==> src/rtl/assert_macros.svh <==
// Assertion macros shared by the table lookup RTL.
// Included by the modules that carry concurrent checks; no other dependencies.
`ifndef ASSERT_MACROS_SVH
`define ASSERT_MACROS_SVH
`ifndef SYNTHESIS
`define ASSERT_HOLDS(lbl, clk, rst_n, prop, msg) \
  lbl: assert property (@(posedge clk) disable iff (!rst_n) prop) else $error(msg);
`define ASSERT_NEVER(lbl, clk, rst_n, expr, msg) \
  lbl: assert property (@(posedge clk) disable iff (!rst_n) !(expr)) else $error(msg);
`else
`define ASSERT_HOLDS(lbl, clk, rst_n, prop, msg)
`define ASSERT_NEVER(lbl, clk, rst_n, expr, msg)
`endif
`endif

==> src/rtl/atlu_pkg.sv <==
// Types and constants for the associative table lookup/update block.
// No dependencies; imported by controller, datapath and top level.
`timescale 1ns / 1ps
package atlu_pkg;

  localparam int KEY_BITS   = 32;
  localparam int VALUE_BITS = 32;
  localparam int CAP_BITS   = 5;
  localparam int CAP_RESET  = 16;

  typedef enum logic [2:0] {
    ST_NOT_FOUND = 3'd0,
    ST_FOUND     = 3'd1,
    ST_UPDATED   = 3'd2,
    ST_INSERTED  = 3'd3,
    ST_FULL      = 3'd4
  } status_t;

  typedef enum logic {
    S_IDLE = 1'b0,
    S_SCAN = 1'b1
  } state_t;

  typedef struct packed {
    logic    load;
    logic    scan;
    logic    done;
    status_t code;
    logic    wr_en;
    logic    append;
  } cmd_t;

  typedef struct packed {
    logic mode;
    logic hit;
    logic miss;
    logic full;
  } sts_t;

endpackage

==> src/rtl/atlu_ram.sv <==
// Generic single write port, single read port RAM with registered read.
// No dependencies.
`timescale 1ns / 1ps
module atlu_ram #(
  parameter int WIDTH = 64,
  parameter int DEPTH = 16,
  parameter int AW    = (DEPTH > 1) ? $clog2(DEPTH) : 1
) (
  input  logic             clk,
  input  logic             we,
  input  logic [AW-1:0]    waddr,
  input  logic [WIDTH-1:0] wdata,
  input  logic             re,
  input  logic [AW-1:0]    raddr,
  output logic [WIDTH-1:0] rdata
);

  logic [WIDTH-1:0] mem [DEPTH];

  always_ff @(posedge clk) begin
    if (we) begin
      mem[waddr] <= wdata;
    end
    if (re) begin
      rdata <= mem[raddr];
    end
  end

endmodule

==> src/rtl/atlu_dpath.sv <==
// Datapath: request latch, key/value RAM, scan pointer, fill count, capacity
// and result registers. Depends on atlu_pkg, atlu_ram and assert_macros.svh.
`timescale 1ns / 1ps
`include "assert_macros.svh"
module atlu_dpath #(
  parameter int DEPTH = 16
) (
  input  logic                              clk,
  input  logic                              rst_n,
  input  logic                              in_mode,
  input  logic [atlu_pkg::KEY_BITS-1:0]     in_key,
  input  logic [atlu_pkg::VALUE_BITS-1:0]   in_value_in,
  input  logic                              cfg_we,
  input  logic [atlu_pkg::CAP_BITS-1:0]     cfg_wdata,
  input  atlu_pkg::cmd_t                    cmd,
  output atlu_pkg::sts_t                    sts,
  output logic                              out_valid,
  output logic [2:0]                        out_status,
  output logic [atlu_pkg::VALUE_BITS-1:0]   out_value_out
);
  import atlu_pkg::*;

  localparam int IW = (DEPTH > 1) ? $clog2(DEPTH) : 1;
  localparam int FW = $clog2(DEPTH + 1);
  localparam int CW = (FW > CAP_BITS) ? FW : CAP_BITS;
  localparam int RW = KEY_BITS + VALUE_BITS;

  logic                  mode_r;
  logic [KEY_BITS-1:0]   key_r;
  logic [VALUE_BITS-1:0] value_r;
  logic [CAP_BITS-1:0]   capacity_r;
  logic [FW-1:0]         fill_r, fill_nxt;
  logic [FW-1:0]         issue_r, issue_nxt;
  logic [IW-1:0]         cmp_idx_r, cmp_idx_nxt;
  logic                  cmp_valid_r, cmp_valid_nxt;
  logic                  out_valid_r;
  logic [2:0]            out_status_r;
  logic [VALUE_BITS-1:0] out_value_r;

  logic                  rd_en;
  logic [RW-1:0]         rdata;
  logic [IW-1:0]         waddr;
  logic                  hit;
  logic                  last;
  logic [CW-1:0]         cap_ext, depth_ext, usable;

  atlu_ram #(.WIDTH(RW), .DEPTH(DEPTH), .AW(IW)) u_ram (
    .clk   (clk),
    .we    (cmd.wr_en),
    .waddr (waddr),
    .wdata ({key_r, value_r}),
    .re    (rd_en),
    .raddr (issue_r[IW-1:0]),
    .rdata (rdata)
  );

  assign rd_en = cmd.scan && (issue_r < fill_r);
  assign waddr = cmd.append ? fill_r[IW-1:0] : cmp_idx_r;
  assign hit   = cmp_valid_r && (rdata[RW-1:VALUE_BITS] == key_r);
  assign last  = cmp_valid_r ? ((FW'(cmp_idx_r) + 1'b1) == fill_r) : (fill_r == '0);

  assign cap_ext   = CW'(capacity_r);
  assign depth_ext = CW'(DEPTH);
  assign usable    = (cap_ext > depth_ext) ? depth_ext : cap_ext;

  always_comb begin
    sts.mode = mode_r;
    sts.hit  = hit;
    sts.miss = !hit && last;
    sts.full = CW'(fill_r) >= usable;
  end

  always_comb begin
    issue_nxt     = issue_r;
    cmp_idx_nxt   = cmp_idx_r;
    cmp_valid_nxt = 1'b0;
    fill_nxt      = fill_r;
    if (cmd.load) begin
      issue_nxt = '0;
    end else if (rd_en) begin
      issue_nxt     = issue_r + 1'b1;
      cmp_idx_nxt   = issue_r[IW-1:0];
      cmp_valid_nxt = 1'b1;
    end
    if (cmd.wr_en && cmd.append) begin
      fill_nxt = fill_r + 1'b1;
    end
  end

  always_ff @(posedge clk) begin
    if (!rst_n) begin
      fill_r      <= '0;
      issue_r     <= '0;
      cmp_valid_r <= 1'b0;
      capacity_r  <= CAP_BITS'(CAP_RESET);
      out_valid_r <= 1'b0;
    end else begin
      fill_r      <= fill_nxt;
      issue_r     <= issue_nxt;
      cmp_valid_r <= cmp_valid_nxt;
      out_valid_r <= cmd.done;
      if (cfg_we) begin
        capacity_r <= cfg_wdata;
      end
    end
  end

  always_ff @(posedge clk) begin
    cmp_idx_r <= cmp_idx_nxt;
    if (cmd.load) begin
      mode_r  <= in_mode;
      key_r   <= in_key;
      value_r <= in_value_in;
    end
    if (cmd.done) begin
      out_status_r <= cmd.code;
      out_value_r  <= (cmd.code == ST_FOUND) ? rdata[VALUE_BITS-1:0] : '0;
    end
  end

  assign out_valid     = out_valid_r;
  assign out_status    = out_status_r;
  assign out_value_out = out_value_r;

  `ASSERT_NEVER(a_fill_bound, clk, rst_n, fill_r > FW'(DEPTH), "fill count above depth")
  `ASSERT_HOLDS(a_fill_step, clk, rst_n, fill_r != $past(fill_r) |-> fill_r == $past(fill_r) + 1'b1, "fill count moved by other than one")
  `ASSERT_HOLDS(a_word_gap, clk, rst_n, out_valid_r |=> !out_valid_r, "result words on adjacent cycles")

endmodule

==> src/rtl/atlu_ctrl.sv <==
// Controller FSM: sequences the linear key scan and decides the outcome.
// Depends on atlu_pkg and assert_macros.svh.
`timescale 1ns / 1ps
`include "assert_macros.svh"
module atlu_ctrl (
  input  logic           clk,
  input  logic           rst_n,
  input  logic           start,
  input  atlu_pkg::sts_t sts,
  output atlu_pkg::cmd_t cmd,
  output logic           busy
);
  import atlu_pkg::*;

  state_t state_r, state_nxt;
  logic   decide;

  assign decide = (state_r == S_SCAN) && (sts.hit || sts.miss);

  always_comb begin
    state_nxt = state_r;
    unique case (state_r)
      S_IDLE: begin
        if (start) state_nxt = S_SCAN;
      end
      S_SCAN: begin
        if (sts.hit || sts.miss) state_nxt = S_IDLE;
      end
      default: state_nxt = S_IDLE;
    endcase
  end

  always_comb begin
    cmd        = '0;
    cmd.code   = ST_NOT_FOUND;
    cmd.load   = (state_r == S_IDLE) && start;
    cmd.scan   = (state_r == S_SCAN);
    cmd.done   = decide;
    if (decide) begin
      priority if (sts.hit) begin
        cmd.code  = sts.mode ? ST_UPDATED : ST_FOUND;
        cmd.wr_en = sts.mode;
      end else if (!sts.mode) begin
        cmd.code = ST_NOT_FOUND;
      end else if (sts.full) begin
        cmd.code = ST_FULL;
      end else begin
        cmd.code   = ST_INSERTED;
        cmd.wr_en  = 1'b1;
        cmd.append = 1'b1;
      end
    end
  end

  assign busy = (state_r != S_IDLE);

  always_ff @(posedge clk) begin
    if (!rst_n) begin
      state_r <= S_IDLE;
    end else begin
      state_r <= state_nxt;
    end
  end

  `ASSERT_HOLDS(a_start_scan, clk, rst_n, (state_r == S_IDLE && start) |=> state_r == S_SCAN, "accepted word did not start a scan")
  `ASSERT_HOLDS(a_decide_idle, clk, rst_n, decide |=> state_r == S_IDLE, "scan did not end after decision")
  `ASSERT_NEVER(a_append_hit, clk, rst_n, cmd.append && sts.hit, "append on a matching key")

endmodule

==> src/rtl/assoc_table_lookup_update.sv <==
// Top level of the associative table lookup/update block.
// Depends on atlu_pkg, atlu_ctrl, atlu_dpath (with atlu_ram).
`timescale 1ns / 1ps
// A request word is taken when start is high and busy is low. The table is
// searched from the oldest pair to the newest, one stored key per cycle
// through the single read port of the key/value RAM; busy stays high until a
// hit or the last stored key decides the outcome (at once on an empty table).
// The result word appears on out_status/out_value_out with out_valid for
// exactly one cycle right after busy drops; the receiver cannot stall it, and
// a new request may be started in that same cycle. Capacity must be written
// through cfg_we/cfg_wdata only while the block is idle; it is not enforced.
module assoc_table_lookup_update #(
  parameter int DEPTH = 16
) (
  input  logic                              clk,
  input  logic                              rst_n,
  input  logic                              start,
  output logic                              busy,
  input  logic                              in_mode,
  input  logic [atlu_pkg::KEY_BITS-1:0]     in_key,
  input  logic [atlu_pkg::VALUE_BITS-1:0]   in_value_in,
  input  logic                              cfg_we,
  input  logic [atlu_pkg::CAP_BITS-1:0]     cfg_wdata,
  output logic                              out_valid,
  output logic [2:0]                        out_status,
  output logic [atlu_pkg::VALUE_BITS-1:0]   out_value_out
);
  import atlu_pkg::*;

  cmd_t cmd;
  sts_t sts;

  atlu_ctrl u_ctrl (
    .clk   (clk),
    .rst_n (rst_n),
    .start (start),
    .sts   (sts),
    .cmd   (cmd),
    .busy  (busy)
  );

  atlu_dpath #(.DEPTH(DEPTH)) u_dpath (
    .clk           (clk),
    .rst_n         (rst_n),
    .in_mode       (in_mode),
    .in_key        (in_key),
    .in_value_in   (in_value_in),
    .cfg_we        (cfg_we),
    .cfg_wdata     (cfg_wdata),
    .cmd           (cmd),
    .sts           (sts),
    .out_valid     (out_valid),
    .out_status    (out_status),
    .out_value_out (out_value_out)
  );

endmodule
==> config.mk <==
export PLATFORM = sky130hd
export DESIGN_NAME = assoc_table_lookup_update
export DESIGN_NICKNAME = d
export VERILOG_FILES = /design/src/rtl/atlu_pkg.sv /design/src/rtl/atlu_ram.sv /design/src/rtl/atlu_dpath.sv /design/src/rtl/atlu_ctrl.sv /design/src/rtl/assoc_table_lookup_update.sv
export VERILOG_INCLUDE_DIRS = /design/src /design/src/rtl
export SDC_FILE = /design/constraint.sdc
export NUM_CORES = 1
export LEC_CHECK = 0
export BUFFER_PORTS_ARGS = -buffer_cell sky130_fd_sc_hd__buf_4
export CAP_MARGIN = 30
export CORE_MARGIN = 2
export CORE_UTILIZATION = 50
export CTS_CLUSTER_SIZE = 20
export DETAILED_ROUTE_END_ITERATION = 6
export GPL_TIMING_DRIVEN = 1
export PLACE_DENSITY = 0.66
export SKIP_CTS_REPAIR_TIMING = 1
export SYNTH_ARGS = -nofsm -noshare
export SYNTH_HDL_FRONTEND = slang
export SYNTH_HIERARCHICAL = 1
export SYNTH_SLANG_ARGS = --single-unit
==> constraint.sdc <==
create_clock -name clk -period 8.62 [get_ports clk]
set_input_delay 1.293 -clock clk [delete_from_list [all_inputs] [get_ports clk]]
set_output_delay 1.293 -clock clk [all_outputs]
set_load 0.1 [all_outputs]
==> After elaboration in Yosys (flattened, before gate mapping) <==
Memories as Yosys holds them, arrays and structs flattened. A register that Yosys moved wholly into a read port is not among the register bits.
Index checks and enable logic that the tools add are counted.
{ "op_classes": {"addsub": 3, "mul": 0, "div_mod_pow": 0, "magnitude_cmp": 3, "n_eq_ne": 3, "shift": 0, "mux": 17, "bitwise": 3, "reduce_logical": 11} }
{ "op_table": {"columns": ["op", "count"], "rows": [
  ["$eq A32 B32 Y1", 1],
  ["$add A5 B1 Y5 const B", 2],
  ["$mux W5", 2],
  ["$mux W4", 2],
  ["$mux W1", 7],
  ["$logic_and A1 B1 Y1", 6],
  ["$mux W2", 3],
  ["$mux W3", 2],
  ["$add A4 B1 Y5 const B", 1],
  ["$eq A5 B5 Y1", 1],
  ["$ge A5 B5 Y1", 1],
  ["$gt A5 B5 Y1 const B", 1],
  ["$logic_not A5 Y1", 1],
  ["$lt A5 B5 Y1", 1],
  ["$eq A3 B1 Y1 const B", 1],
  ["$not A1 Y1", 3],
  ["$pmux W1 S2", 1],
  ["$reduce_and A2 Y1", 1],
  ["$reduce_or A2 Y1", 1],
  ["$logic_not A1 Y1", 1],
  ["$logic_or A1 B1 Y1", 1]
]} }
{ "totals": {"register_bits": 122, "latchBits": 0, "mem_bits_rw": 1024, "rom_bits": 0, "out_inout_bits": 37, "word_cells": 53, "n_memories": 1} }
{ "mem_list": {"columns": ["name", "depth", "width", "read_ports", "rd_ports_with_merged_regs", "write_ports", "line_no", "text"], "rows": [
  ["u_dpath.u_ram.mem", 16, 64, 1, 1, 1, "atlu_ram.sv:18", "logic [WIDTH-1:0] mem [DEPTH];"]
]} }

==> Depth between registers and ports, before layout <==
{ "depth": {"word_depth": 9, "ltp_mapped": 14, "depth_no_buf": 14} }

==> Cells and area by module <==
The synthesis kept the hierarchy.
{ "modules_own_cells": {"columns": ["module", "instances", "cells_per_inst", "area_per_inst_um2", "seq_area_each_um2"], "rows": [
  ["atlu_ram", 1, 1647, 40222.3, 32671.3],
  ["atlu_dpath", 1, 308, 4798.4, 3463.3],
  ["atlu_ctrl", 1, 17, 133.9, 20.0]
]} }

==> Worst setup path before layout <==
No wires, ideal clock.
{ "synth_timing": {"kind": "register -> register", "start": "register u_dpath.cmp_idx_r[0]", "end": "memory u_dpath.u_ram.mem[0][0] (enable)", "arrival_time_ns": 7.240, "setup_slack_ns": 0.815, "stages_incl_launch_ff": 13, "synth_period_minus_slack_ns": 7.805, "cell_sequence": "edfxtp_1 > ha_1 > nor2_1 > nor2_1 > a221oi_1 > o2111ai_1 > a21oi_1 > nand4b_1 > nor2_1 > clkbuf_1 > mux2_2 > or3b_2 > nor3_1"} }
{ "synth_rtl": {"columns": ["element", "line_no", "text"], "rows": [
  ["start, declared", "atlu_dpath.sv:34", "logic [IW-1:0] cmp_idx_r, cmp_idx_nxt;"],
  ["start signal, assigned", "atlu_dpath.sv:109", "cmp_idx_r <= cmp_idx_nxt;"],
  ["end, declared", "atlu_ram.sv:18", null]
]} }

==> out/metrics.sh <==
POSTLAYOUTSETUPSLACKWORST_PS=2795
CLOCKROOTBUFFER='clkbuf_16'
SETUP_REPAIR_AFTER_GLOBAL_ROUTING_MISSED_ITS_MARGIN='false'
CLOCK_SINK_COUNT=1210
POWER_FRAC_CLOCK_PCT=43.7
TIMING.MAX_SLEW.REL_SLACK_PCT=35.05
PIN_COUNT=111
SYNTH.CELL_AREA_UM2=45150
MAX-CLOCK-PATH-BUFFERS=3
SYN-NUM-NETS=2059
INITIALDRTVIOLATIONCOUNT=2089
GRT_BUSIEST_LAYER='met2'
POWER_FRAC_SEQ_PCT=54.9
GRT_REMAINING_OVERFLOW=0
SYNTH_AREA_LEADER_CELL='edfxtp_1'
REMAINING_DRC_ERRORS=0
NUM_ANTENNA_CELLS=0
SYNTH_TOP_FAMILY_BY_AREA='multiplexers'
HOLD_VIOL=0
POWER.SHARE.COMBINATIONAL_PCT=1.4
SYNTH_SEQ_AREA_SHARE_PCT=80.07
YS_TYPES=44
FIRST_GLOBAL_VIAS=21580
CPLARGESTDELAYFAMILY='simple AND/OR/NAND/NOR gates'
POWER.DENSITY_nW_PER_UM2=232.4
NNETSFINAL=2241
CTS_HTREE_LEVELS=3
GRT_PASS1_WL_UM=140300
CLKTRANSATPATHREGS_PS=60
FLOORPLAN.DIE.HEIGHT_UM=304.5
DETAILEDPLACEMENTHPWL_UM=48800
STATUS='complete, no violations'
WORST_SLEW_PIN_SLEW_PS=974.3
CRITPATHSLOWESTCELL='buf_4'
SYNTHESIS.AREA_PER_INSTANCE_UM2=22.90
WORST_IR_DROP_VDD_uV=167.5
GPL.FINAL_WEIGHTED_CONGESTION=0.7402
POWER_SWITCHING_mW=2.373
TRITONCTS_CLOCK_TREE='done'
ROUTE.VIAS.TOTAL=20450
POWER_REPORT.INTERNAL_TOTAL_mW=9.636
GROUTE.USAGE.OVERALL_PCT=20.43
YOSYS.AREA_SHARE.XOR_XNOR_PCT=0.8340
POST-ROUTE-MIN-PERIOD_PS=5825
LARGEST_NET_DEGREE_AT_THE_START_OF_GLOBAL_ROUTING=152
FLOORPLAN.DIE_AREA_UM2=92730
CELLLEAKAGEPOWER_nW=16.06
POSTSYNTHREGISTERBITS=1210
START_UTIL_PCT=50.32
TIMING.SETUP.TNS_PS=0
FILLERS=6383
NUMPORTBUFFERS=110
CRITICAL_PATH_ARRIVAL_PS=6130
YOSYS-MUX-AREA-FRACTION_PCT=12.98
SWSHARE_PCT=19.76
FIN_SKEW_PS=53.00
CRITPATHMAXSTAGEDELAY_PS=760
START_KIND='flop'
PRE_CTS_WS_PS=2833
POSTSYNTHCELLCOUNT=1972
ANT_NETS=0
FMAX_ACHIEVED_MHz=171.7
YS.WARNINGS.COUNT=6
TIMING.CRITICAL_PATH.REQUIRED_PS=8930
CP_NUM_BUF_INV=1
AREA.GROWTH.SYNTH_TO_FINAL_PCT=14.46
USE_MET1_PCT=28.56
ANTENNA_FOUND_INITIAL=0
MIN_PERIOD_OVER_PERIOD_PCT=67.57
CRITICAL_PATH_CLASS='reg2reg'
YS_TOP_CELLS_BY_AREA='edfxtp_1 79%, mux4_2 13%, a22oi_1 2.1%'
TIMING.CRITICAL_PATH.FANOUT_MAX=42
MET3_USAGE_PCT=3.873
DRTPASS1ITERATIONS=5
COMPOUND_GATE_FRACTION_OF_SYNTH_AREA_PCT=2.497
FRACTION_OF_POST_SYNTHESIS_CELL_AREA_IN_THE_TOP_CELL_TYPE_BY_AREA_PCT=79.27
POST_ROUTE_CELLS_DRIVE_ABOVE_1_SHARE_PCT=27.80
SYNTHSIMPLEGATEAREAFRAC_PCT=2.062
VIAS_PER_CELL=5.959
DIE_X_UM=304.5
DRV_CAP=0
INSERTION_DELAY_PS=720
CRITPATHCAPTURETYPE='flop'
HOLD_PATH.CLASS='reg2reg'
CTS_INSERTED_BUFFERS=117
SERIES_OF_CELL_INSTANCES_ALONG_THE_CRITICAL_PATH='xor2_1, nor4_1, nand3_1, nor3_1, a21oi_1, nand4b_1, nor2_1, mux2_2, or3b_2, nor2_4, buf_4'
SYNTH_FA_HA_AREA_SHARE_PCT=0.3602
MET2_RESOURCE_USE_GR_PCT=33.25
ROUTED_WL_UM=93610
DRT-WIRELENGTH-PER-CELL_UM=27.28
CORE_UM2=89740
ROWS=110
FINAL-SETUP-VIOL-COUNT=0
SLEW_VIOL_FINAL=0
[cell usage in the layout, fill, tap and decap left out, drive strengths merged, types with 2 or more instances in the layout]
| cell type | count |
|---|---|
| nand3 | 10 |
| o21a | 3 |
| nor4 | 7 |
| edfxtp | 1192 |
| buf | 158 |
| mux4 | 256 |
| a21o | 5 |
| clkbuf | 145 |
| bufinv | 17 |
| and2 | 38 |
| mux2 | 4 |
| a22oi | 128 |
| nor3b | 2 |
| mux2i | 5 |
| nor2 | 25 |
| nand4 | 2 |
| o21ai | 3 |
| nand2 | 73 |
| nand2b | 6 |
| xnor2 | 9 |
| ha | 13 |
| o211ai | 2 |
| nand3b | 3 |
| a21oi | 4 |
| nor2b | 10 |
| or3 | 2 |
| inv | 10 |
| nor3 | 6 |
| xor2 | 34 |
| dfxtp | 18 |
| clkinvlp | 5 |
| clkinv | 51 |
[sequential cells by signal, summed over array words and instances, names as in the netlist]
| name | count |
|---|---|
| u_dpath/u_ram/mem | 1024 |
| u_dpath/u_ram/rdata | 64 |
| u_dpath/key_r | 32 |
| u_dpath/out_value_out | 32 |
| u_dpath/value_r | 32 |
| u_dpath/cap_ext | 5 |
| u_dpath/fill_r | 5 |
| u_dpath/issue_r | 5 |
| u_dpath/cmp_idx_r | 4 |
| u_dpath/out_status | 3 |
| u_ctrl/busy | 1 |
| u_dpath/cmp_valid_r | 1 |
| u_dpath/mode_r | 1 |
| u_dpath/out_valid | 1 |
[area by class of cell]
type | count | area (µm²) | area share, %
repair buffers | 158 | 1399 | 2.706
inverters | 8 | 31.28 | 0.06052
clock buffers | 145 | 3104 | 6.006
multi-input cells | 659 | 8607 | 16.65
clock inverters | 75 | 909.6 | 1.760
flip-flops and latches | 1210 | 36160 | 69.97
well taps | 1176 | 1471 | 2.847
[synth_stat cells, drive strengths merged]
| library cell | instances |
|---|---|
| nand3b | 3 |
| xnor2 | 9 |
| nand2b | 6 |
| clkbuf | 39 |
| a22oi | 128 |
| mux2 | 4 |
| nor4 | 7 |
| edfxtp | 1192 |
| nand2 | 73 |
| nand4b | 1 |
| o211ai | 2 |
| buf | 56 |
| inv | 8 |
| nor3b | 2 |
| mux4 | 256 |
| ha | 13 |
| a21o | 5 |
| nand3 | 10 |
| nor4b | 1 |
| a21boi | 1 |
| nor2 | 25 |
| and4bb | 1 |
| a31oi | 1 |
| mux2i | 5 |
| o2111ai | 1 |
| a221oi | 1 |
| a21oi | 4 |
| o21a | 3 |
| or3 | 2 |
| xor2 | 34 |
| and2 | 38 |
| nand4 | 2 |
| o211a | 1 |
| nor3 | 6 |
| o21ai | 3 |
| dfxtp | 18 |
| nor2b | 10 |
| or3b | 1 |
[worst paths after layout]
check                           from                  endpoint  slack, ps  cells after the start
setup reg to reg   u_dpath/key_r[31]  u_dpath/u_ram/mem[2][29]       2800                     11
setup / recovery   u_dpath/key_r[31]  u_dpath/u_ram/mem[2][29]       2800                     11
hold reg to reg   u_dpath/issue_r[4]        u_dpath/issue_r[4]        520                      2
hold / removal    u_dpath/issue_r[4]        u_dpath/issue_r[4]        520                      2
[kinds of logic (layout without fill, tap and decap cells)]
| logic type | after synthesis | count (layout) |
|---|---|---|
| buf+inv | 103 | 386 |
| fa+ha+maj | 13 | 13 |
| mux | 265 | 265 |
| flops | 1210 | 1210 |
| compound gates | 150 | 150 |
| xor+xnor | 43 | 43 |
| simple gates | 188 | 188 |
[metrics by stage]
step / utilization, % / area, µm² / instances / hold WS, ps / total power [mW]
finish: 57.60 / 51680 / 3431 / 517.1 / 12.01
global route: 57.60 / 51680 / 3431 / 539.1 / 12.36
CTS: 57.52 / 51620 / 3428 / 512.6 / 12.12
detailed placement: 53.05 / 47600 / 3208 / 504.8 / 6.887
global placement: 52.88 / 47450 / 3202 / 479.5 / 6.874
floorplan: - / 45150 / 1972 / 461.8 / 6.783
[power groups by stage]
stage                     sequential [mW]  clock (mW)  combinational, mW
after floorplan                      6.74           0             0.0412
after global placement               6.70           0              0.170
after detailed placement             6.72           0              0.171
after CTS                            6.59        5.36              0.172
after global routing                 6.60        5.58              0.178
final                                6.59        5.25              0.169
[per-layer routing]
| layer | vias up | wire, µm |
|---|---|---|
| li1 | 8669 | - |
| met1 | 10940 | 39280 |
| met2 | 704 | 45990 |
| met3 | 137 | 6305 |
| met4 | 0 | 2037 |
| met5 | - | 0 |
[worst reg2reg max path, stage by stage, from the launching register on]
cell      delay [ps]
edfxtp_1         600
xor2_1           260
nor4_1           600
nand3_1          260
nor3_1           740
a21oi_1          220
nand4b_1         200
nor2_1           150
mux2_2           340
or3b_2           610
nor2_4           670
buf_4            760
Note: power is estimated with default switching activity, not from simulation.
